### src/rtl/s2l_pkg.sv
// Package for the solar-to-lunar date converter: shared types, constants
// and constant tables (Gregorian month data, lunar year lengths, month codes).
// No dependencies.
package s2l_pkg;

  localparam int TABLE_YEARS = 50;
  localparam int ROWS_HELD   = 50;
  localparam int NYEARS      = (TABLE_YEARS < ROWS_HELD) ? TABLE_YEARS : ROWS_HELD;
  localparam int DaysW       = 16;
  localparam logic [DaysW-1:0] BASIS_DAY  = 16'd24;
  localparam logic [DaysW-1:0] DAYS_YEAR  = 16'd365;
  localparam logic [DaysW-1:0] DAY_LIMIT  = 16'd30;
  localparam logic [3:0]       LAST_MONTH = 4'd11;

  typedef logic [0:11][2:0] month_row_t;

  typedef enum logic [2:0] {
    ST_IDLE,
    ST_CALC,
    ST_YEAR,
    ST_MONTH,
    ST_DONE
  } s2l_state_e;

  typedef struct packed {
    logic load;
    logic calc;
    logic fail;
    logic year_step;
    logic month_step;
    logic out_load;
  } s2l_cmd_t;

  typedef struct packed {
    logic ok;
    logic yi_end;
    logic yr_fit;
    logic mo_fit;
    logic mi_last;
  } s2l_sts_t;

  function automatic logic is_leap(input logic [6:0] off);
    is_leap = (off[1:0] == 2'b00) && (off != 7'd100);
  endfunction

  function automatic logic [4:0] greg_days(input logic [3:0] m);
    case (m)
      4'd1, 4'd3, 4'd5, 4'd7, 4'd8, 4'd10, 4'd12: greg_days = 5'd31;
      4'd4, 4'd6, 4'd9, 4'd11:                    greg_days = 5'd30;
      4'd2:                                       greg_days = 5'd28;
      default:                                    greg_days = 5'd0;
    endcase
  endfunction

  function automatic logic [8:0] cum_days(input logic [3:0] m);
    case (m)
      4'd2:    cum_days = 9'd31;
      4'd3:    cum_days = 9'd59;
      4'd4:    cum_days = 9'd90;
      4'd5:    cum_days = 9'd120;
      4'd6:    cum_days = 9'd151;
      4'd7:    cum_days = 9'd181;
      4'd8:    cum_days = 9'd212;
      4'd9:    cum_days = 9'd243;
      4'd10:   cum_days = 9'd273;
      4'd11:   cum_days = 9'd304;
      4'd12:   cum_days = 9'd334;
      default: cum_days = 9'd0;
    endcase
  endfunction

  function automatic logic [5:0] month_len(input logic [2:0] code);
    case (code)
      3'd0:    month_len = 6'd29;
      3'd1:    month_len = 6'd30;
      3'd2:    month_len = 6'd58;
      3'd3:    month_len = 6'd59;
      3'd4:    month_len = 6'd59;
      3'd5:    month_len = 6'd60;
      default: month_len = 6'd29;
    endcase
  endfunction

  function automatic logic [4:0] month_part(input logic [2:0] code);
    case (code)
      3'd2:             month_part = 5'd29;
      3'd3, 3'd4, 3'd5: month_part = 5'd30;
      default:          month_part = 5'd0;
    endcase
  endfunction

  function automatic logic [8:0] year_len(input logic [5:0] yi);
    case (yi)
      6'd0:  year_len = 9'd384;  6'd1:  year_len = 9'd354;
      6'd2:  year_len = 9'd355;  6'd3:  year_len = 9'd384;
      6'd4:  year_len = 9'd354;  6'd5:  year_len = 9'd385;
      6'd6:  year_len = 9'd354;  6'd7:  year_len = 9'd354;
      6'd8:  year_len = 9'd384;  6'd9:  year_len = 9'd354;
      6'd10: year_len = 9'd354;  6'd11: year_len = 9'd384;
      6'd12: year_len = 9'd355;  6'd13: year_len = 9'd384;
      6'd14: year_len = 9'd355;  6'd15: year_len = 9'd354;
      6'd16: year_len = 9'd384;  6'd17: year_len = 9'd354;
      6'd18: year_len = 9'd354;  6'd19: year_len = 9'd384;
      6'd20: year_len = 9'd354;  6'd21: year_len = 9'd355;
      6'd22: year_len = 9'd384;  6'd23: year_len = 9'd354;
      6'd24: year_len = 9'd384;  6'd25: year_len = 9'd355;
      6'd26: year_len = 9'd354;  6'd27: year_len = 9'd383;
      6'd28: year_len = 9'd355;  6'd29: year_len = 9'd354;
      6'd30: year_len = 9'd384;  6'd31: year_len = 9'd355;
      6'd32: year_len = 9'd384;  6'd33: year_len = 9'd354;
      6'd34: year_len = 9'd354;  6'd35: year_len = 9'd384;
      6'd36: year_len = 9'd354;  6'd37: year_len = 9'd354;
      6'd38: year_len = 9'd384;  6'd39: year_len = 9'd355;
      6'd40: year_len = 9'd355;  6'd41: year_len = 9'd384;
      6'd42: year_len = 9'd354;  6'd43: year_len = 9'd384;
      6'd44: year_len = 9'd354;  6'd45: year_len = 9'd354;
      6'd46: year_len = 9'd384;  6'd47: year_len = 9'd353;
      6'd48: year_len = 9'd355;  6'd49: year_len = 9'd384;
      default: year_len = 9'd0;
    endcase
  endfunction

  // Each octal digit is the length code of one month, first month leftmost.
  function automatic month_row_t month_row(input logic [5:0] yi);
    logic [35:0] r;
    case (yi)
      6'd0:  r = 36'o111210010101;  6'd1:  r = 36'o110101001010;
      6'd2:  r = 36'o110110100101;  6'd3:  r = 36'o041101010101;
      6'd4:  r = 36'o010101101100;  6'd5:  r = 36'o101010411011;
      6'd6:  r = 36'o001001011101;  6'd7:  r = 36'o100100101101;
      6'd8:  r = 36'o110040101011;  6'd9:  r = 36'o101010010101;
      6'd10: r = 36'o101101001010;  6'd11: r = 36'o105101001010;
      6'd12: r = 36'o101101010101;  6'd13: r = 36'o010101014101;
      6'd14: r = 36'o010010111011;  6'd15: r = 36'o001001011011;
      6'd16: r = 36'o100121010111;  6'd17: r = 36'o010100101011;
      6'd18: r = 36'o101010010101;  6'd19: r = 36'o101410010101;
      6'd20: r = 36'o011010101010;  6'd21: r = 36'o101011010101;
      6'd22: r = 36'o041010110101;  6'd23: r = 36'o010010110110;
      6'd24: r = 36'o101004101110;  6'd25: r = 36'o101001010111;
      6'd26: r = 36'o010100100111;  6'd27: r = 36'o011040100110;
      6'd28: r = 36'o110110010011;  6'd29: r = 36'o010110101010;
      6'd30: r = 36'o104101101010;  6'd31: r = 36'o100101101101;
      6'd32: r = 36'o010010411101;  6'd33: r = 36'o010010101110;
      6'd34: r = 36'o101001001101;  6'd35: r = 36'o110103001011;
      6'd36: r = 36'o110100100101;  6'd37: r = 36'o110101010010;
      6'd38: r = 36'o110141010100;  6'd39: r = 36'o101101101010;
      6'd40: r = 36'o100101101101;  6'd41: r = 36'o040101011011;
      6'd42: r = 36'o010010011011;  6'd43: r = 36'o101001210111;
      6'd44: r = 36'o101001001011;  6'd45: r = 36'o101100100101;
      6'd46: r = 36'o101130100101;  6'd47: r = 36'o011011010000;
      6'd48: r = 36'o101011011010;  6'd49: r = 36'o103010110110;
      default: r = 36'o000000000000;
    endcase
    month_row = month_row_t'(r);
  endfunction

endpackage

### src/rtl/s2l_if.sv
// Handshake interfaces for the solar-to-lunar date converter: the input date
// channel and the output lunar date channel. No dependencies.
interface s2l_in_if;
  logic       valid;
  logic       ready;
  logic [6:0] solar_year;
  logic [3:0] solar_month;
  logic [4:0] solar_day;

  modport source (output valid, solar_year, solar_month, solar_day, input ready);
  modport sink (input valid, solar_year, solar_month, solar_day, output ready);
endinterface

interface s2l_out_if;
  logic       valid;
  logic       ready;
  logic [5:0] lunar_year;
  logic [3:0] lunar_month;
  logic [4:0] lunar_day;
  logic       in_range;

  modport source (output valid, lunar_year, lunar_month, lunar_day, in_range, input ready);
  modport sink (input valid, lunar_year, lunar_month, lunar_day, in_range, output ready);
endinterface

### src/rtl/solar_to_lunar_date.sv
// Solar-to-lunar date converter, top level. Depends on s2l_pkg, s2l_if,
// s2l_ctrl and s2l_datapath.
// An accepted beat passes through the day count, the year walk (one table row
// per cycle) and the month walk (one month per cycle) before its result is loaded
// into the output register. A new date is accepted only in the cycle after the
// previous one has been handed to the output register.
// Reset is asynchronous, active low, and clears the controller and the output valid.
module solar_to_lunar_date
  import s2l_pkg::*;
(
  input logic      clk_i,
  input logic      rst_ni,
  s2l_in_if.sink   sol_i,
  s2l_out_if.source lun_o
);

  s2l_cmd_t cmd;
  s2l_sts_t sts;

  s2l_ctrl u_ctrl (
    .clk_i       (clk_i),
    .rst_ni      (rst_ni),
    .in_valid_i  (sol_i.valid),
    .in_ready_o  (sol_i.ready),
    .out_valid_o (lun_o.valid),
    .out_ready_i (lun_o.ready),
    .sts_i       (sts),
    .cmd_o       (cmd)
  );

  s2l_datapath u_datapath (
    .clk_i         (clk_i),
    .cmd_i         (cmd),
    .sts_o         (sts),
    .solar_year_i  (sol_i.solar_year),
    .solar_month_i (sol_i.solar_month),
    .solar_day_i   (sol_i.solar_day),
    .lunar_year_o  (lun_o.lunar_year),
    .lunar_month_o (lun_o.lunar_month),
    .lunar_day_o   (lun_o.lunar_day),
    .in_range_o    (lun_o.in_range)
  );

endmodule

### src/rtl/s2l_datapath.sv
// Datapath of the solar-to-lunar date converter: day count, year and month
// walks and the output register. Depends on s2l_pkg.
module s2l_datapath
  import s2l_pkg::*;
(
  input  logic       clk_i,
  input  s2l_cmd_t   cmd_i,
  output s2l_sts_t   sts_o,
  input  logic [6:0] solar_year_i,
  input  logic [3:0] solar_month_i,
  input  logic [4:0] solar_day_i,
  output logic [5:0] lunar_year_o,
  output logic [3:0] lunar_month_o,
  output logic [4:0] lunar_day_o,
  output logic       in_range_o
);

  logic [6:0]       y_q;
  logic [3:0]       m_q;
  logic [4:0]       d_q;
  logic [DaysW-1:0] rem_q, rem_d;
  logic [5:0]       yi_q, yi_d;
  logic [3:0]       mi_q, mi_d;
  logic             ok_q, ok_d;
  logic [5:0]       ly_q;
  logic [3:0]       lm_q;
  logic [4:0]       ld_q;
  logic             lr_q;

  logic             leap;
  logic [4:0]       dim;
  logic             date_ok;
  logic [6:0]       y_m1;
  logic [DaysW-1:0] total;
  logic [DaysW-1:0] ylen;
  month_row_t       row;
  logic [2:0]       code;
  logic [DaysW-1:0] mlen;
  logic [DaysW-1:0] mpart;
  logic [DaysW-1:0] r2;
  logic [DaysW-1:0] day;

  always_comb begin
    leap    = is_leap(y_q);
    dim     = ((m_q == 4'd2) && leap) ? 5'd29 : greg_days(m_q);
    date_ok = (y_q != 7'd0) && (m_q != 4'd0) && (m_q <= 4'd12)
              && (d_q != 5'd0) && (d_q <= dim);
    y_m1    = y_q - 7'd1;
    total   = DaysW'(y_m1) * DAYS_YEAR
              + DaysW'(y_m1[6:2]) - DaysW'(y_q > 7'd100)
              + DaysW'(cum_days(m_q))
              + DaysW'((m_q > 4'd2) && leap)
              + DaysW'(d_q);
    ylen    = DaysW'(year_len(yi_q));
    row     = month_row(yi_q);
    code    = row[mi_q];
    mlen    = DaysW'(month_len(code));
    mpart   = DaysW'(month_part(code));
    r2      = (rem_q >= mpart) ? rem_q - mpart : rem_q;
    day     = (r2 + DaysW'(1) > DAY_LIMIT) ? DAY_LIMIT : r2 + DaysW'(1);
  end

  always_comb begin
    rem_d = rem_q;
    yi_d  = yi_q;
    mi_d  = mi_q;
    ok_d  = ok_q;
    if (cmd_i.calc) begin
      rem_d = total - BASIS_DAY;
      yi_d  = 6'd0;
      mi_d  = 4'd0;
      ok_d  = date_ok && (total >= BASIS_DAY);
    end
    if (cmd_i.fail) begin
      ok_d = 1'b0;
    end
    if (cmd_i.year_step) begin
      rem_d = rem_q - ylen;
      yi_d  = yi_q + 6'd1;
    end
    if (cmd_i.month_step) begin
      rem_d = rem_q - mlen;
      mi_d  = mi_q + 4'd1;
    end
  end

  always_ff @(posedge clk_i) begin
    if (cmd_i.load) begin
      y_q <= solar_year_i;
      m_q <= solar_month_i;
      d_q <= solar_day_i;
    end
    rem_q <= rem_d;
    yi_q  <= yi_d;
    mi_q  <= mi_d;
    ok_q  <= ok_d;
    if (cmd_i.out_load) begin
      ly_q <= ok_q ? yi_q + 6'd1 : 6'd0;
      lm_q <= ok_q ? mi_q + 4'd1 : 4'd0;
      ld_q <= ok_q ? day[4:0] : 5'd0;
      lr_q <= ok_q;
    end
  end

  assign sts_o.ok      = ok_q;
  assign sts_o.yi_end  = (yi_q == 6'(NYEARS));
  assign sts_o.yr_fit  = (rem_q < ylen);
  assign sts_o.mo_fit  = (rem_q < mlen);
  assign sts_o.mi_last = (mi_q == LAST_MONTH);

  assign lunar_year_o  = ly_q;
  assign lunar_month_o = lm_q;
  assign lunar_day_o   = ld_q;
  assign in_range_o    = lr_q;

endmodule

### src/rtl/s2l_ctrl.sv
// Controller of the solar-to-lunar date converter: sequences the day count,
// the year and month walks and the output beat. Depends on s2l_pkg.
module s2l_ctrl
  import s2l_pkg::*;
(
  input  logic     clk_i,
  input  logic     rst_ni,
  input  logic     in_valid_i,
  output logic     in_ready_o,
  output logic     out_valid_o,
  input  logic     out_ready_i,
  input  s2l_sts_t sts_i,
  output s2l_cmd_t cmd_o
);

  s2l_state_e state_q, state_d;
  logic       out_valid_q, out_valid_d;
  logic       out_free;

  always_ff @(posedge clk_i or negedge rst_ni) begin
    if (!rst_ni) begin
      state_q     <= ST_IDLE;
      out_valid_q <= 1'b0;
    end else begin
      state_q     <= state_d;
      out_valid_q <= out_valid_d;
    end
  end

  always_comb begin
    state_d    = state_q;
    cmd_o      = '0;
    in_ready_o = 1'b0;
    out_free   = !out_valid_q || out_ready_i;
    case (state_q)
      ST_IDLE: begin
        in_ready_o = 1'b1;
        if (in_valid_i) begin
          cmd_o.load = 1'b1;
          state_d    = ST_CALC;
        end
      end
      ST_CALC: begin
        cmd_o.calc = 1'b1;
        state_d    = ST_YEAR;
      end
      ST_YEAR: begin
        if (!sts_i.ok || sts_i.yi_end) begin
          cmd_o.fail = 1'b1;
          state_d    = ST_DONE;
        end else if (sts_i.yr_fit) begin
          state_d = ST_MONTH;
        end else begin
          cmd_o.year_step = 1'b1;
        end
      end
      ST_MONTH: begin
        if (sts_i.mo_fit || sts_i.mi_last) begin
          state_d = ST_DONE;
        end else begin
          cmd_o.month_step = 1'b1;
        end
      end
      ST_DONE: begin
        if (out_free) begin
          cmd_o.out_load = 1'b1;
          state_d        = ST_IDLE;
        end
      end
      default: state_d = ST_IDLE;
    endcase
    out_valid_d = cmd_o.out_load ? 1'b1 : (out_ready_i ? 1'b0 : out_valid_q);
  end

  assign out_valid_o = out_valid_q;

`ifndef SYNTHESIS
  a_no_overwrite: assert property (@(posedge clk_i) disable iff (!rst_ni)
    cmd_o.out_load |-> (!out_valid_q || out_ready_i))
    else $error("Result register loaded while a beat is pending.");

  a_year_bound: assert property (@(posedge clk_i) disable iff (!rst_ni)
    cmd_o.year_step |-> (!sts_i.yi_end && sts_i.ok))
    else $error("Year walk stepped past the table.");

  a_month_bound: assert property (@(posedge clk_i) disable iff (!rst_ni)
    cmd_o.month_step |-> !sts_i.mi_last)
    else $error("Month walk stepped past the last month.");

  a_calc_then_year: assert property (@(posedge clk_i) disable iff (!rst_ni)
    (state_q == ST_CALC) |=> (state_q == ST_YEAR))
    else $error("Day count not followed by the year walk.");
`endif

endmodule
### src/flat_wrapper.sv
// flat-port wrapper written by rule: the top's interface ports become plain ports
module solar_to_lunar_date_flat import s2l_pkg::*;
  (clk_i, rst_ni, sol_i_valid, sol_i_solar_year, sol_i_solar_month, sol_i_solar_day, sol_i_ready, lun_o_valid, lun_o_lunar_year, lun_o_lunar_month, lun_o_lunar_day, lun_o_in_range, lun_o_ready);
  s2l_in_if sol_i_i ();
  s2l_out_if lun_o_i ();
  input logic clk_i;
  input logic rst_ni;
  input wire logic [$bits(sol_i_i.valid)-1:0] sol_i_valid;
  input wire logic [$bits(sol_i_i.solar_year)-1:0] sol_i_solar_year;
  input wire logic [$bits(sol_i_i.solar_month)-1:0] sol_i_solar_month;
  input wire logic [$bits(sol_i_i.solar_day)-1:0] sol_i_solar_day;
  output wire logic [$bits(sol_i_i.ready)-1:0] sol_i_ready;
  output wire logic [$bits(lun_o_i.valid)-1:0] lun_o_valid;
  output wire logic [$bits(lun_o_i.lunar_year)-1:0] lun_o_lunar_year;
  output wire logic [$bits(lun_o_i.lunar_month)-1:0] lun_o_lunar_month;
  output wire logic [$bits(lun_o_i.lunar_day)-1:0] lun_o_lunar_day;
  output wire logic [$bits(lun_o_i.in_range)-1:0] lun_o_in_range;
  input wire logic [$bits(lun_o_i.ready)-1:0] lun_o_ready;
  assign sol_i_i.valid = sol_i_valid;
  assign sol_i_i.solar_year = sol_i_solar_year;
  assign sol_i_i.solar_month = sol_i_solar_month;
  assign sol_i_i.solar_day = sol_i_solar_day;
  assign sol_i_ready = sol_i_i.ready;
  assign lun_o_valid = lun_o_i.valid;
  assign lun_o_lunar_year = lun_o_i.lunar_year;
  assign lun_o_lunar_month = lun_o_i.lunar_month;
  assign lun_o_lunar_day = lun_o_i.lunar_day;
  assign lun_o_in_range = lun_o_i.in_range;
  assign lun_o_i.ready = lun_o_ready;
  solar_to_lunar_date u_core (.clk_i(clk_i), .rst_ni(rst_ni), .sol_i(sol_i_i), .lun_o(lun_o_i));
endmodule
### config.mk
export PLATFORM = sky130hd
export DESIGN_NAME = solar_to_lunar_date_flat
export DESIGN_NICKNAME = d
export VERILOG_FILES = /design/src/rtl/s2l_pkg.sv /design/src/rtl/s2l_if.sv /design/src/rtl/solar_to_lunar_date.sv /design/src/rtl/s2l_datapath.sv /design/src/rtl/s2l_ctrl.sv /design/src/flat_wrapper.sv
export SDC_FILE = /design/constraint.sdc
export NUM_CORES = 1
export LEC_CHECK = 0
export ABC_AREA = 1
export ABC_CLOCK_PERIOD_IN_PS = 7000
export BUFFER_PORTS_ARGS = -buffer_cell sky130_fd_sc_hd__buf_2
export CAP_MARGIN = 40
export CORE_MARGIN = 1
export CORE_UTILIZATION = 45
export DETAILED_ROUTE_END_ITERATION = 10
export PLACE_DENSITY = 0.65
export SLEW_MARGIN = 20
export SYNTH_ARGS = -nofsm -noshare
export SYNTH_HDL_FRONTEND = slang
export SYNTH_HIERARCHICAL = 1
export SYNTH_SLANG_ARGS = --single-unit
### constraint.sdc
create_clock -name clk_i -period 7 [get_ports clk_i]
set_clock_uncertainty 0.05 [all_clocks]
set_input_delay 1.4 -clock clk_i [delete_from_list [all_inputs] [get_ports clk_i]]
set_output_delay 1.4 -clock clk_i [all_outputs]
set_load 0.005 [all_outputs]
==> results of run 1 <==
[kinds of logic after synthesis]
| family | after synthesis | synth area share (%) |
|---|---|---|
| fa+ha+maj | 145 | 20.16 |
| xor+xnor | 34 | 2.829 |
| compound gates | 227 | 12.47 |
| flops | 105 | 25.67 |
| buf+inv | 290 | 10.57 |
| simple gates | 676 | 28.30 |
[metal layers]
layer | GRT usage, % | wire [µm] | vias to the layer above
li1 | - | - | 4892
met1 | 32.02 | 13030 | 4426
met2 | 37.47 | 12120 | 266
met3 | 2.841 | 1330 | 38
met4 | 6.601 | 513 | 0
met5 | 0 | 0 | -
[metrics by stage]
| stage | instance area (µm²) | std cells | worst slack [ps] | hold WS, ps |
|---|---|---|---|---|
| floorplan | 10530 | 1477 | 1360 | 379.5 |
| global placement | 11090 | 1813 | 941.4 | 463.4 |
| global route | 11430 | 1831 | 238.2 | 532.8 |
| detailed placement | 11100 | 1814 | 756.1 | 472.7 |
| finish | 11430 | 1831 | 783.8 | 501.7 |
| CTS | 11420 | 1830 | 751.8 | 507.9 |
[final timing paths]
kind                                           start  cells after the start                          end  slack (ps)
setup / recovery            u_core/u_datapath/y_q[0]                     26  u_core/u_datapath/rem_q[14]         780
hold / removal             u_core/u_ctrl/out_valid_o                      2    u_core/u_ctrl/out_valid_o         500
setup reg to reg            u_core/u_datapath/y_q[0]                     26  u_core/u_datapath/rem_q[14]         780
hold reg to reg            u_core/u_ctrl/out_valid_o                      2    u_core/u_ctrl/out_valid_o         500
max in group asynchronous                     rst_ni                      1     u_core/u_ctrl/state_q[0]        5970
min in group asynchronous                     rst_ni                      1    u_core/u_ctrl/out_valid_o         790
[layout make-up]
class,instances,area (µm²)
Clock buffer,9,225.2
Clock inverter,7,97.59
Fill cell,2236,11350
Inverter,262,983.4
Multi-Input combinational cell,1082,6720
Sequential cell,105,2703
Tap cell,313,391.6
Timing Repair Buffer,53,306.5
[cell usage after synthesis, drive strengths merged]
master | n | area (µm²)
a21boi | 1 | 7.510
a22o | 1 | 8.760
edfxtp | 58 | 1742
fa | 41 | 820.8
o21ai | 87 | 435.4
o22ai | 9 | 56.30
nand2 | 325 | 1277
nor4 | 8 | 50.05
o21a | 1 | 7.510
a41oi | 1 | 8.760
nand3 | 105 | 540.5
nor2 | 184 | 788.3
ha | 104 | 1301
a21o | 1 | 7.510
buf | 6 | 46.28
dfxtp | 43 | 860.8
xor2 | 21 | 183.9
o311ai | 2 | 17.52
xnor2 | 13 | 113.9
o221ai | 4 | 35.03
a31oi | 6 | 37.54
inv | 259 | 972.2
a221oi | 4 | 35.03
a22oi | 7 | 52.55
and2 | 1 | 6.260
nand4 | 20 | 125.1
o41ai | 1 | 8.760
nor3 | 18 | 90.09
clkbuf | 22 | 82.58
o31ai | 4 | 30.03
nand3b | 6 | 45.04
a21oi | 76 | 387.9
o2111ai | 3 | 26.28
o2bb2ai | 1 | 8.760
dfrtp | 4 | 100.1
a31o | 2 | 17.52
clkinv | 3 | 11.26
or2 | 9 | 56.30
o21bai | 4 | 33.78
o211ai | 12 | 90.09
[worst register-to-register path: cells and delay by family, from the launching register on]
family / cells / cell delay, ps
adders and majority gates: 7 / 2900
and+or+nand+nor: 9 / 1110
xor gates and xnor gates: 2 / 560
buffers and inverters: 6 / 520
DFF: 1 / 460
AOI/OAI and AO/OA: 2 / 340
==> impl_results.html, run 1 <==
<table>
<tr><th>Metric</th><th>Value</th></tr>
<tr><th colspan="2">STA</th></tr>
<tr><td>Slew HR</td><td>45.31%</td></tr>
<tr><td>Final Slew Violations</td><td>0</td></tr>
<tr><td>Setup violators final</td><td>0</td></tr>
<tr><td>Post-layout min period</td><td>6216 ps</td></tr>
<tr><td>Final hold vios</td><td>0</td></tr>
<tr><td>Measured slew at the worst slew-check pin</td><td>818.3 ps</td></tr>
<tr><td>Tcrit/Tclk final</td><td>approximately nine tenths</td></tr>
<tr><td>Setup tns final</td><td>0 ps</td></tr>
<tr><td>Maximum frequency from static timing analysis</td><td>0.1609 GHz</td></tr>
<tr><td>RSZ-0062 raised after global routing</td><td>no</td></tr>
<tr><th colspan="2">Route</th></tr>
<tr><td>Detailed-route via count</td><td>9622</td></tr>
<tr><td>DRC Markers</td><td>0</td></tr>
<tr><td>Count of TritonRoute iterations in the first routing pass</td><td>7</td></tr>
<tr><td>Final Routed Wirelength</td><td>26990 µm</td></tr>
<tr><td>Antenna-violating nets left</td><td>0</td></tr>
<tr><td>DR vias/cell</td><td>5.255</td></tr>
<tr><td>DRC violation total after the first TritonRoute iteration</td><td>700</td></tr>
<tr><td>Routed WL per cell</td><td>14.74 µm</td></tr>
<tr><th colspan="2">Setup path</th></tr>
<tr><td>Top cell family by delay on the critical path</td><td>adder cells</td></tr>
<tr><td>Type of destination of the critical path</td><td>register</td></tr>
<tr><td>Data required time at the worst endpoint</td><td>roughly 7100 ps</td></tr>
<tr><td>Maximum fanout encountered on the critical timing path</td><td>7</td></tr>
<tr><td>CP max-delay cell</td><td>fa_1</td></tr>
<tr><td>Most frequent cell on the critical path</td><td>inv_1</td></tr>
<tr><td>Startpoint kind of the worst setup timing path</td><td>register</td></tr>
<tr><td>Critical Path Max Stage Delay</td><td>approximately 530 ps</td></tr>
<tr><td>Type of the setup path with the least slack</td><td>register to register</td></tr>
<tr><td>Number of buffer and inverter instances along the worst setup path</td><td>6</td></tr>
<tr><td>Crit path arrival time</td><td>between 6000 and 7000 ps</td></tr>
<tr><th colspan="2">Floorplan</th></tr>
<tr><td>Die area</td><td>0.02401 mm²</td></tr>
<tr><td>Cell row count</td><td>55</td></tr>
<tr><td># IOs</td><td>38</td></tr>
<tr><td>Effective utilization at floorplan</td><td>46.21%</td></tr>
<tr><td>Chip Width</td><td>154.9 µm</td></tr>
<tr><td>Die Height</td><td>154.9 µm</td></tr>
<tr><td>Core footprint</td><td>between 0.02 and 0.025 mm²</td></tr>
<tr><th colspan="2">Hold path</th></tr>
<tr><td>Worst min-delay path class</td><td>register to register</td></tr>
<tr><th colspan="2">Global routing</th></tr>
<tr><td>Initial antenna violation count</td><td>0</td></tr>
<tr><td>Maximum number of pins on one net before global-route repair</td><td>28</td></tr>
<tr><td>Wire length of the first global-routing pass</td><td>between 40000 and 50000 µm</td></tr>
<tr><td>Global router's overall resource usage</td><td>between 20 and 25%</td></tr>
<tr><td>GRT overflow</td><td>0</td></tr>
<tr><td>Number of global-route vias before repair</td><td>~9100</td></tr>
<tr><th colspan="2">Job</th></tr>
<tr><td>Max cap viols</td><td>0</td></tr>
<tr><th colspan="2">Logic synthesis</th></tr>
<tr><td>#FFs+latches synth</td><td>105</td></tr>
<tr><td>Synthesized instance count</td><td>about 1500</td></tr>
<tr><td>Synth Cell Area</td><td>0.01053 mm²</td></tr>
<tr><td>Syn Nets</td><td>1642</td></tr>
<tr><td>Register area share after synthesis</td><td>~26%</td></tr>
<tr><td>Number of warnings reported in the yosys synthesis log</td><td>6</td></tr>
<tr><td>Mapped Avg Cell Area</td><td>7.127 µm²</td></tr>
<tr><td>Library cells used by synthesis</td><td>52</td></tr>
<tr><th colspan="2">Placed design</th></tr>
<tr><td>HPWL after detailed placement</td><td>21660 µm</td></tr>
<tr><td>Port Buffer Count</td><td>37</td></tr>
<tr><td>Final weighted congestion in routability-driven placement</td><td>0.9477</td></tr>
<tr><th colspan="2">Clock network</th></tr>
<tr><td>CTS Hold Bufs</td><td>0</td></tr>
<tr><td>Number of gates resized after cts</td><td>0</td></tr>
<tr><td>Clock input transition at the sequential cells of the worst setup and hold paths</td><td>90 ps</td></tr>
<tr><td>Post-CTS setup buffer count</td><td>0</td></tr>
<tr><td>TritonCTS clock tree</td><td>built</td></tr>
<tr><td>Num CTS Buffers</td><td>9</td></tr>
<tr><td>Deepest clock path buffer count</td><td>2</td></tr>
<tr><td>Root buffer selected by CTS</td><td>clkbuf_16</td></tr>
<tr><td>Number of H-tree levels</td><td>3</td></tr>
<tr><td>Worst-skew pair later-pin latency</td><td>about 360 ps</td></tr>
<tr><td>Clock sinks</td><td>105</td></tr>
<tr><th colspan="2">Final layout</th></tr>
<tr><td>Most common library cell in the layout ignoring fill and taps</td><td>nand2_1</td></tr>
<tr><td>End-of-flow core utilization</td><td>between 50% and 60%</td></tr>
<tr><td>Area added between synthesis and finish</td><td>8.558%</td></tr>
<tr><td>Number of nets in the layout</td><td>1678</td></tr>
<tr><td>Commonest cells after routing, fill and taps aside</td><td>nand2_1 (308), inv_1 (253), nor2_1 (160), ha_1 (104), nand3_1 (102)</td></tr>
<tr><td>Fraction of final layout cells with drive strength greater than 1</td><td>8.827%</td></tr>
<tr><td>Antenna cells</td><td>0</td></tr>
<tr><th colspan="2">Outcome</th></tr>
<tr><td>Result of the run</td><td>completed</td></tr>
</table>
Power of run 1 is left out: the tool's default activity adds up to more than one toggle a clock period on the data nets, which glitch-free logic cannot reach.
==> inputs of run 2 (changes only) <==
--- a/config.mk
+++ b/config.mk
@@ -6,7 +6,7 @@
 export NUM_CORES = 1
 export LEC_CHECK = 0
 export ABC_AREA = 1
-export ABC_CLOCK_PERIOD_IN_PS = 7000
+export ABC_CLOCK_PERIOD_IN_PS = 7750
 export BUFFER_PORTS_ARGS = -buffer_cell sky130_fd_sc_hd__buf_2
 export CAP_MARGIN = 40
 export CORE_MARGIN = 1
==> constraint.sdc (replaced) <==
create_clock -name clk_i -period 7.75 [get_ports clk_i]
set_clock_uncertainty 0.05 [all_clocks]
set_input_delay 1.55 -clock clk_i [delete_from_list [all_inputs] [get_ports clk_i]]
set_output_delay 1.55 -clock clk_i [all_outputs]
set_load 0.005 [all_outputs]
==> impl_results.html, run 2 (synthesis gave the netlist of run 1 again) <==
<table>
<tr><th>Metric</th><th>Value</th></tr>
<tr><th colspan="2">Outcome</th></tr>
<tr><td>Result of the run</td><td>completed (unchanged)</td></tr>
<tr><th colspan="2">STA</th></tr>
<tr><td>PnR worst setup slack</td><td>1537 ps (was 783.8 ps)</td></tr>
<tr><td>Maximum frequency from static timing analysis</td><td>0.1609 GHz (about the same)</td></tr>
<tr><td>Tcrit/Tclk final</td><td>80.17% (was 88.80%)</td></tr>
<tr><td>Slew HR</td><td>49.02% (was 45.31%)</td></tr>
<tr><td>RSZ-0062 raised after global routing</td><td>no (unchanged)</td></tr>
<tr><td>Setup tns final</td><td>0 ps (unchanged)</td></tr>
<tr><td>Final Slew Violations</td><td>0 (unchanged)</td></tr>
<tr><td>Measured slew at the worst slew-check pin</td><td>762.9 ps (was 818.3 ps)</td></tr>
<tr><td>Final hold vios</td><td>0 (unchanged)</td></tr>
<tr><td>Setup violators final</td><td>0 (unchanged)</td></tr>
<tr><td>Worst hold-check slack</td><td>500.0 ps (was 501.7 ps)</td></tr>
<tr><td>Post-layout min period</td><td>6213 ps (was 6216 ps)</td></tr>
<tr><th colspan="2">Route</th></tr>
<tr><td>Count of TritonRoute iterations in the first routing pass</td><td>5 (was 7)</td></tr>
<tr><td>Final Routed Wirelength</td><td>27360 µm (was 26990 µm)</td></tr>
<tr><td>Routed WL per cell</td><td>14.97 µm (was 14.74 µm)</td></tr>
<tr><td>Antenna-violating nets left</td><td>0 (unchanged)</td></tr>
<tr><td>DR vias/cell</td><td>5.226 (was 5.255)</td></tr>
<tr><td>DRC Markers</td><td>0 (unchanged)</td></tr>
<tr><td>DRC violation total after the first TritonRoute iteration</td><td>629 (was 700)</td></tr>
<tr><td>Detailed-route via count</td><td>9554 (was 9622)</td></tr>
<tr><th colspan="2">Setup path</th></tr>
<tr><td>Most frequent cell on the critical path</td><td>inv_1 (unchanged)</td></tr>
<tr><td>Type of destination of the critical path</td><td>register (unchanged)</td></tr>
<tr><td>Critical Path Max Stage Delay</td><td>530 ps (about the same)</td></tr>
<tr><td>Crit path arrival time</td><td>6270 ps (was 6280 ps)</td></tr>
<tr><td>Data required time at the worst endpoint</td><td>7810 ps (was 7060 ps)</td></tr>
<tr><td>CP max-delay cell</td><td>fa_1 (unchanged)</td></tr>
<tr><td>Startpoint kind of the worst setup timing path</td><td>register (unchanged)</td></tr>
<tr><td>Maximum fanout encountered on the critical timing path</td><td>7 (unchanged)</td></tr>
<tr><td>Type of the setup path with the least slack</td><td>register to register (unchanged)</td></tr>
<tr><th colspan="2">Floorplan</th></tr>
<tr><td>Core footprint</td><td>0.02278 mm² (unchanged)</td></tr>
<tr><td># IOs</td><td>38 (unchanged)</td></tr>
<tr><td>Die area</td><td>0.02401 mm² (unchanged)</td></tr>
<tr><td>Chip Width</td><td>154.9 µm (unchanged)</td></tr>
<tr><td>Die Height</td><td>154.9 µm (unchanged)</td></tr>
<tr><td>Cell row count</td><td>55 (unchanged)</td></tr>
<tr><td>Effective utilization at floorplan</td><td>46.21% (unchanged)</td></tr>
<tr><th colspan="2">Clock network</th></tr>
<tr><td>Clock sinks</td><td>105 (unchanged)</td></tr>
<tr><td>CTS Hold Bufs</td><td>0 (unchanged)</td></tr>
<tr><td>TritonCTS clock tree</td><td>built (unchanged)</td></tr>
<tr><td>Post-CTS setup buffer count</td><td>0 (unchanged)</td></tr>
<tr><td>Deepest clock path buffer count</td><td>2 (unchanged)</td></tr>
<tr><td>Root buffer selected by CTS</td><td>clkbuf_16 (unchanged)</td></tr>
<tr><td>Worst-skew pair later-pin latency</td><td>360 ps (about the same)</td></tr>
<tr><td>Number of H-tree levels</td><td>3 (unchanged)</td></tr>
<tr><td>Number of gates resized after cts</td><td>0 (unchanged)</td></tr>
<tr><td>Num CTS Buffers</td><td>9 (unchanged)</td></tr>
<tr><td>Clock input transition at the sequential cells of the worst setup and hold paths</td><td>80 ps (was 90 ps)</td></tr>
<tr><th colspan="2">Final layout</th></tr>
<tr><td>Commonest cells after routing, fill and taps aside</td><td>nand2_1 (308), inv_1 (253), nor2_1 (160), ha_1 (104), nand3_1 (102) (unchanged)</td></tr>
<tr><td>End-of-flow core utilization</td><td>49.99% (was 50.17%)</td></tr>
<tr><td>Antenna cells</td><td>0 (unchanged)</td></tr>
<tr><td>Most common library cell in the layout ignoring fill and taps</td><td>nand2_1 (unchanged)</td></tr>
<tr><td>Fraction of final layout cells with drive strength greater than 1</td><td>8.647% (was 8.827%)</td></tr>
<tr><td>Area added between synthesis and finish</td><td>8.166% (was 8.558%)</td></tr>
<tr><td>Number of nets in the layout</td><td>1675 (was 1678)</td></tr>
<tr><td>Filler Cells Inserted</td><td>2307 (was 2236)</td></tr>
<tr><th colspan="2">Global routing</th></tr>
<tr><td>Initial antenna violation count</td><td>0 (unchanged)</td></tr>
<tr><td>GRT overflow</td><td>0 (unchanged)</td></tr>
<tr><td>Wire length of the first global-routing pass</td><td>45280 µm (was 44420 µm)</td></tr>
<tr><td>Number of global-route vias before repair</td><td>9216 (was 9081)</td></tr>
<tr><td>Global router's overall resource usage</td><td>23.72% (was 23.02%)</td></tr>
<tr><td>Maximum number of pins on one net before global-route repair</td><td>28 (unchanged)</td></tr>
<tr><th colspan="2">Placed design</th></tr>
<tr><td>Port Buffer Count</td><td>37 (unchanged)</td></tr>
<tr><td>Post-placement setup slack</td><td>1561 ps (was 756.1 ps)</td></tr>
<tr><td>Final weighted congestion in routability-driven placement</td><td>0.9469 (was 0.9477)</td></tr>
<tr><td>HPWL after detailed placement</td><td>21850 µm (was 21660 µm)</td></tr>
<tr><th colspan="2">Hold path</th></tr>
<tr><td>Worst min-delay path class</td><td>register to register (unchanged)</td></tr>
<tr><th colspan="2">Job</th></tr>
<tr><td>Max cap viols</td><td>0 (unchanged)</td></tr>
</table>
run 2: cell types whose count changed in the layout (fill, tap and decap cells not counted):
| cell | before | now |
|---|---|---|
| inv_4 | 1 | 0 |
| clkinv_8 | 2 | 1 |
| bufinv_16 | 1 | 0 |
| buf_4 | 14 | 9 |
| buf_8 | 0 | 1 |
| clkinv_4 | 0 | 3 |
| clkbuf_4 | 0 | 1 |
run 2: worst paths after layout:
kind	start	end	slack, ps	cells past startpoint
setup reg to reg	u_core/u_datapath/y_q[0]	u_core/u_datapath/rem_q[13]	1540	28
hold / removal	u_core/u_ctrl/out_valid_o	u_core/u_ctrl/out_valid_o	500	2
setup / recovery	u_core/u_datapath/y_q[0]	u_core/u_datapath/rem_q[13]	1540	28
min in group asynchronous	rst_ni	u_core/u_ctrl/state_q[0]	940	1
max in group asynchronous	rst_ni	u_core/u_ctrl/state_q[2]	6580	1
hold reg to reg	u_core/u_ctrl/out_valid_o	u_core/u_ctrl/out_valid_o	500	2
run 2: area by class of cell:
| cell class | instances | area (µm²) | area share [%] |
|---|---|---|---|
| clock buffers | 9 | 225.2 | 1.978 |
| clock inverters | 7 | 71.32 | 0.6264 |
| inverters | 262 | 983.4 | 8.637 |
| multi-input cells | 1082 | 6720 | 59.02 |
| flip-flops and latches | 105 | 2703 | 23.74 |
| well taps | 313 | 391.6 | 3.440 |
| repair buffers | 50 | 291.5 | 2.560 |
run 2: per-layer routing:
layer	wire length (µm)	up-vias	global-route usage, %
met1	13110	4382	32.83
met5	0	-	0
met3	1447	39	3.064
li1	-	4880	-
met2	12260	253	38.42
met4	543	0	7.402
run 2: worst max-delay path, delay by kind of cell, from the launching register on:
| family | cells | cell delay, ps |
|---|---|---|
| buf+inv | 7 | 630 |
| simple gates | 9 | 840 |
| xor+xnor | 1 | 500 |
| compound gates | 4 | 680 |
| fa+ha+maj | 7 | 2820 |
| flops | 1 | 450 |
run 2: per-stage QoR:
stage | std cells | instance area (µm²)
2_1_floorplan | 1477 | 10530
6_report | 1828 | 11390
5_1_grt | 1828 | 11390
4_1_cts | 1825 | 11360
3_5_place_dp | 1809 | 11060
3_3_place_gp | 1807 | 11040
Power of run 2 is left out for the same reason.
==> inputs of run 3 (changes only) <==
--- a/config.mk
+++ b/config.mk
@@ -5,8 +5,8 @@
 export SDC_FILE = /design/constraint.sdc
 export NUM_CORES = 1
 export LEC_CHECK = 0
-export ABC_AREA = 1
-export ABC_CLOCK_PERIOD_IN_PS = 7750
+export ABC_AREA = 0
+export ABC_CLOCK_PERIOD_IN_PS = 6400
 export BUFFER_PORTS_ARGS = -buffer_cell sky130_fd_sc_hd__buf_2
 export CAP_MARGIN = 40
 export CORE_MARGIN = 1
==> constraint.sdc (replaced) <==
create_clock -name clk_i -period 6.4 [get_ports clk_i]
set_clock_uncertainty 0.05 [all_clocks]
set_input_delay 1.28 -clock clk_i [delete_from_list [all_inputs] [get_ports clk_i]]
set_output_delay 1.28 -clock clk_i [all_outputs]
set_load 0.005 [all_outputs]
==> impl_results.html, run 3 <==
<table>
<tr><th>Metric</th><th>Value</th></tr>
<tr><th colspan="2">Outcome</th></tr>
<tr><td>Result of the run</td><td>completed (unchanged)</td></tr>
<tr><th colspan="2">Setup path</th></tr>
<tr><td>Ordered cell list for the critical path</td><td>inv_1 &gt; ha_1 &gt; nand2_1 &gt; xnor2_1 &gt; ha_1 &gt; fa_1 &gt; inv_1 &gt; fa_1 &gt; inv_1 &gt; fa_1 &gt; ha_1 &gt; ha_1 &gt; and3_1 &gt; a2111oi_0 &gt; o311ai_0 &gt; buf_4 &gt; a21oi_1 &gt; and4_1 &gt; xnor2_1 &gt; o32a_1</td></tr>
<tr><td>Startpoint kind of the worst setup timing path</td><td>register (unchanged)</td></tr>
<tr><td>Maximum fanout encountered on the critical timing path</td><td>9 (was 7)</td></tr>
<tr><td>Type of the setup path with the least slack</td><td>register to register (unchanged)</td></tr>
<tr><td>Type of destination of the critical path</td><td>register (unchanged)</td></tr>
<tr><td>Crit path arrival time</td><td>5980 ps (was 6270 ps)</td></tr>
<tr><td>Critical Path Max Stage Delay</td><td>550 ps (was 530 ps)</td></tr>
<tr><td>Most frequent cell on the critical path</td><td>ha_1 (was inv_1)</td></tr>
<tr><td>CP max-delay cell</td><td>fa_1 (unchanged)</td></tr>
<tr><td>Data required time at the worst endpoint</td><td>6460 ps (was 7810 ps)</td></tr>
<tr><th colspan="2">STA</th></tr>
<tr><td>Final Slew Violations</td><td>0 (unchanged)</td></tr>
<tr><td>Setup violators final</td><td>0 (unchanged)</td></tr>
<tr><td>Measured slew at the worst slew-check pin</td><td>831.6 ps (was 762.9 ps)</td></tr>
<tr><td>Slew HR</td><td>42.97% (was 49.02%)</td></tr>
<tr><td>Tcrit/Tclk final</td><td>92.56% (was 80.17%)</td></tr>
<tr><td>Final hold vios</td><td>0 (unchanged)</td></tr>
<tr><td>PnR worst setup slack</td><td>476.3 ps (was 1537 ps)</td></tr>
<tr><td>Post-layout min period</td><td>5924 ps (was 6213 ps)</td></tr>
<tr><td>Maximum frequency from static timing analysis</td><td>0.1688 GHz (was 0.1609 GHz)</td></tr>
<tr><td>Worst hold-check slack</td><td>546.8 ps (was 500.0 ps)</td></tr>
<tr><th colspan="2">Clock network</th></tr>
<tr><td>Number of H-tree levels</td><td>3 (unchanged)</td></tr>
<tr><td>Clock input transition at the sequential cells of the worst setup and hold paths</td><td>80 ps (about the same)</td></tr>
<tr><td>Deepest clock path buffer count</td><td>2 (unchanged)</td></tr>
<tr><td>Worst-skew pair later-pin latency</td><td>360 ps (about the same)</td></tr>
<tr><td>TritonCTS clock tree</td><td>built (unchanged)</td></tr>
<tr><td>CTS Hold Bufs</td><td>0 (unchanged)</td></tr>
<tr><td>Root buffer selected by CTS</td><td>clkbuf_16 (unchanged)</td></tr>
<tr><td>Num CTS Buffers</td><td>9 (unchanged)</td></tr>
<tr><td>Clock sinks</td><td>105 (unchanged)</td></tr>
<tr><th colspan="2">Logic synthesis</th></tr>
<tr><td>Async S/R FF share, synth</td><td>3.810% (unchanged)</td></tr>
<tr><td>#FFs+latches synth</td><td>105 (unchanged)</td></tr>
<tr><td>Library cells used by synthesis</td><td>86 (was 52)</td></tr>
<tr><td>Count of flip-flops with a built-in enable after synthesis</td><td>58 (unchanged)</td></tr>
<tr><td>Register area share after synthesis</td><td>25.71% (was 25.67%)</td></tr>
<tr><td>Synth Cell Area</td><td>0.01051 mm² (was 0.01053 mm²)</td></tr>
<tr><td>Synth top area cells</td><td>edfxtp_1 (17%), ha_1 (12%), dfxtp_1 (8.2%) (was edfxtp_1 (17%), ha_1 (12%), nand2_1 (11%))</td></tr>
<tr><td>Dominant register cell in the synthesized netlist</td><td>edfxtp_1 (unchanged)</td></tr>
<tr><td>Area share of the largest cell type after synthesis</td><td>16.57% (was 16.55%)</td></tr>
<tr><td>Most frequently used cell type in the post-synthesis netlist</td><td>inv_1 (was nand2_1)</td></tr>
<tr><td>Syn Nets</td><td>1406 (was 1642)</td></tr>
<tr><td>Leading post-synthesis cells by instance count</td><td>inv_1 (108), nand2_1 (107), ha_1 (104) (was nand2_1 (308), inv_1 (253), nor2_1 (161))</td></tr>
<tr><td>Synthesized instance count</td><td>1241 (was 1477)</td></tr>
<tr><td>Number of warnings reported in the yosys synthesis log</td><td>6 (unchanged)</td></tr>
<tr><td>Mapped Avg Cell Area</td><td>8.472 µm² (was 7.127 µm²)</td></tr>
<tr><td>Library cell with the largest summed area after synthesis</td><td>edfxtp_1 (unchanged)</td></tr>
<tr><th colspan="2">Final layout</th></tr>
<tr><td>Area added between synthesis and finish</td><td>8.901% (was 8.166%)</td></tr>
<tr><td>Fraction of final layout cells with drive strength greater than 1</td><td>10.13% (was 8.647%)</td></tr>
<tr><td>Antenna cells</td><td>0 (unchanged)</td></tr>
<tr><td>Number of nets in the layout</td><td>1424 (was 1675)</td></tr>
<tr><td>Final standard cell count with taps included and fillers excluded</td><td>1577 (was 1828)</td></tr>
<tr><td>Commonest cells after routing, fill and taps aside</td><td>nand2_1 (107), inv_1 (107), ha_1 (104), nor2_1 (94), a21oi_1 (79) (was nand2_1 (308), inv_1 (253), nor2_1 (160), ha_1 (104), nand3_1 (102))</td></tr>
<tr><th colspan="2">Placed design</th></tr>
<tr><td>HPWL after detailed placement</td><td>19630 µm (was 21850 µm)</td></tr>
<tr><td>Placed cells</td><td>1559 (was 1809)</td></tr>
<tr><td>Final weighted congestion in routability-driven placement</td><td>0.9197 (was 0.9469)</td></tr>
<tr><td>Post-placement setup slack</td><td>159.7 ps (was 1561 ps)</td></tr>
<tr><td>Port Buffer Count</td><td>37 (unchanged)</td></tr>
<tr><th colspan="2">Hold path</th></tr>
<tr><td>Worst min-delay path class</td><td>register to register (unchanged)</td></tr>
<tr><th colspan="2">Route</th></tr>
<tr><td>Detailed-route via count</td><td>8892 (was 9554)</td></tr>
<tr><td>Antenna-violating nets left</td><td>0 (unchanged)</td></tr>
<tr><td>Count of TritonRoute iterations in the first routing pass</td><td>6 (was 5)</td></tr>
<tr><td>Final Routed Wirelength</td><td>25380 µm (was 27360 µm)</td></tr>
<tr><td>Routed WL per cell</td><td>16.10 µm (was 14.97 µm)</td></tr>
<tr><td>DR vias/cell</td><td>5.639 (was 5.226)</td></tr>
<tr><td>DRC Markers</td><td>0 (unchanged)</td></tr>
<tr><td>DRC violation total after the first TritonRoute iteration</td><td>588 (was 629)</td></tr>
<tr><th colspan="2">Global routing</th></tr>
<tr><td>Initial antenna violation count</td><td>0 (unchanged)</td></tr>
<tr><td>Global router's overall resource usage</td><td>21.78% (was 23.72%)</td></tr>
<tr><td>GRT overflow</td><td>0 (unchanged)</td></tr>
<tr><td>Wire length of the first global-routing pass</td><td>41880 µm (was 45280 µm)</td></tr>
<tr><td>Number of global-route vias before repair</td><td>8288 (was 9216)</td></tr>
<tr><td>Maximum number of pins on one net before global-route repair</td><td>43 (was 28)</td></tr>
<tr><th colspan="2">Floorplan</th></tr>
<tr><td>Die area</td><td>0.02398 mm² (was 0.02401 mm²)</td></tr>
<tr><td># IOs</td><td>38 (unchanged)</td></tr>
<tr><td>Core footprint</td><td>0.02278 mm² (unchanged)</td></tr>
<tr><td>Effective utilization at floorplan</td><td>46.16% (was 46.21%)</td></tr>
<tr><td>Cell row count</td><td>55 (unchanged)</td></tr>
<tr><td>Chip Width</td><td>154.9 µm (about the same)</td></tr>
<tr><td>Die Height</td><td>154.9 µm (about the same)</td></tr>
<tr><th colspan="2">Job</th></tr>
<tr><td>Max cap viols</td><td>0 (unchanged)</td></tr>
</table>
==> run 3: routing by layer <==
metal,GRT usage [%],share of wire (%)
met1,31.36,49
met2,34.35,45
met3,3.092,4.2
met4,5.422,1.4
met5,0,0
==> run 3: cells by family (layout without fill, tap and decap cells) <==
family | after synthesis | in the layout | share of synthesized area, %
and+or+nand+nor | 410 | 410 | 19.83
AOI/OAI and AO/OA | 299 | 299 | 18.61
buffers and inverters | 180 | 203 | 6.593
adders and majority gates | 145 | 145 | 20.18
DFF | 105 | 105 | 25.71
xor gates and xnor gates | 78 | 78 | 6.498
muxes | 24 | 24 | 2.582
==> run 3: layout make-up <==
class                           instances  area, µm²
Timing Repair Buffer                   77      508.0
Clock inverter                          6      47.55
Inverter                              110      412.9
Sequential cell                       105       2703
Tap cell                              313      391.6
Multi-Input combinational cell        956       7148
Fill cell                            2170      11330
Clock buffer                           10      239.0
==> run 3: critical path: cells and delay by family, from the launching register on <==
family | cells | cell delay (ps)
compound gates | 4 | 1010
xor+xnor | 2 | 310
fa+ha+maj | 7 | 2810
buf+inv | 4 | 520
flops | 1 | 430
simple gates | 3 | 550
==> run 3: repair_timing <==
action | CTS | global route
endpoints found under the hold margin | 0 | 0
resized for setup | 0 | 7
endpoints found under the setup margin | 0 | 5
buffers inserted | 0 | 1
==> run 3: worst paths after layout <==
kind | cells after the start | slack (ps) | end | startpoint
worst max register to register | 20 | 480 | u_core/u_datapath/rem_q[14] | u_core/u_datapath/y_q[0]
worst min register to register | 2 | 550 | u_core/u_ctrl/out_valid_o | u_core/u_ctrl/out_valid_o
worst max-delay path | 20 | 480 | u_core/u_datapath/rem_q[14] | u_core/u_datapath/y_q[0]
min in group asynchronous | 1 | 660 | u_core/u_ctrl/state_q[1] | rst_ni
max in group asynchronous | 1 | 5490 | u_core/u_ctrl/state_q[0] | rst_ni
worst min-delay path | 2 | 550 | u_core/u_ctrl/out_valid_o | u_core/u_ctrl/out_valid_o
==> run 3: metrics by stage <==
step / util [%] / setup TNS (ps) / instance area, µm²
4_1_cts: 50.11 / 0 / 11410
6_report: 50.27 / 0 / 11450
3_5_place_dp: 48.85 / 0 / 11130
2_1_floorplan: - / 0 / 10510
5_1_grt: 50.27 / -0.2429 / 11450
3_3_place_gp: 48.72 / 0 / 11100
Power of run 3 is left out for the same reason.
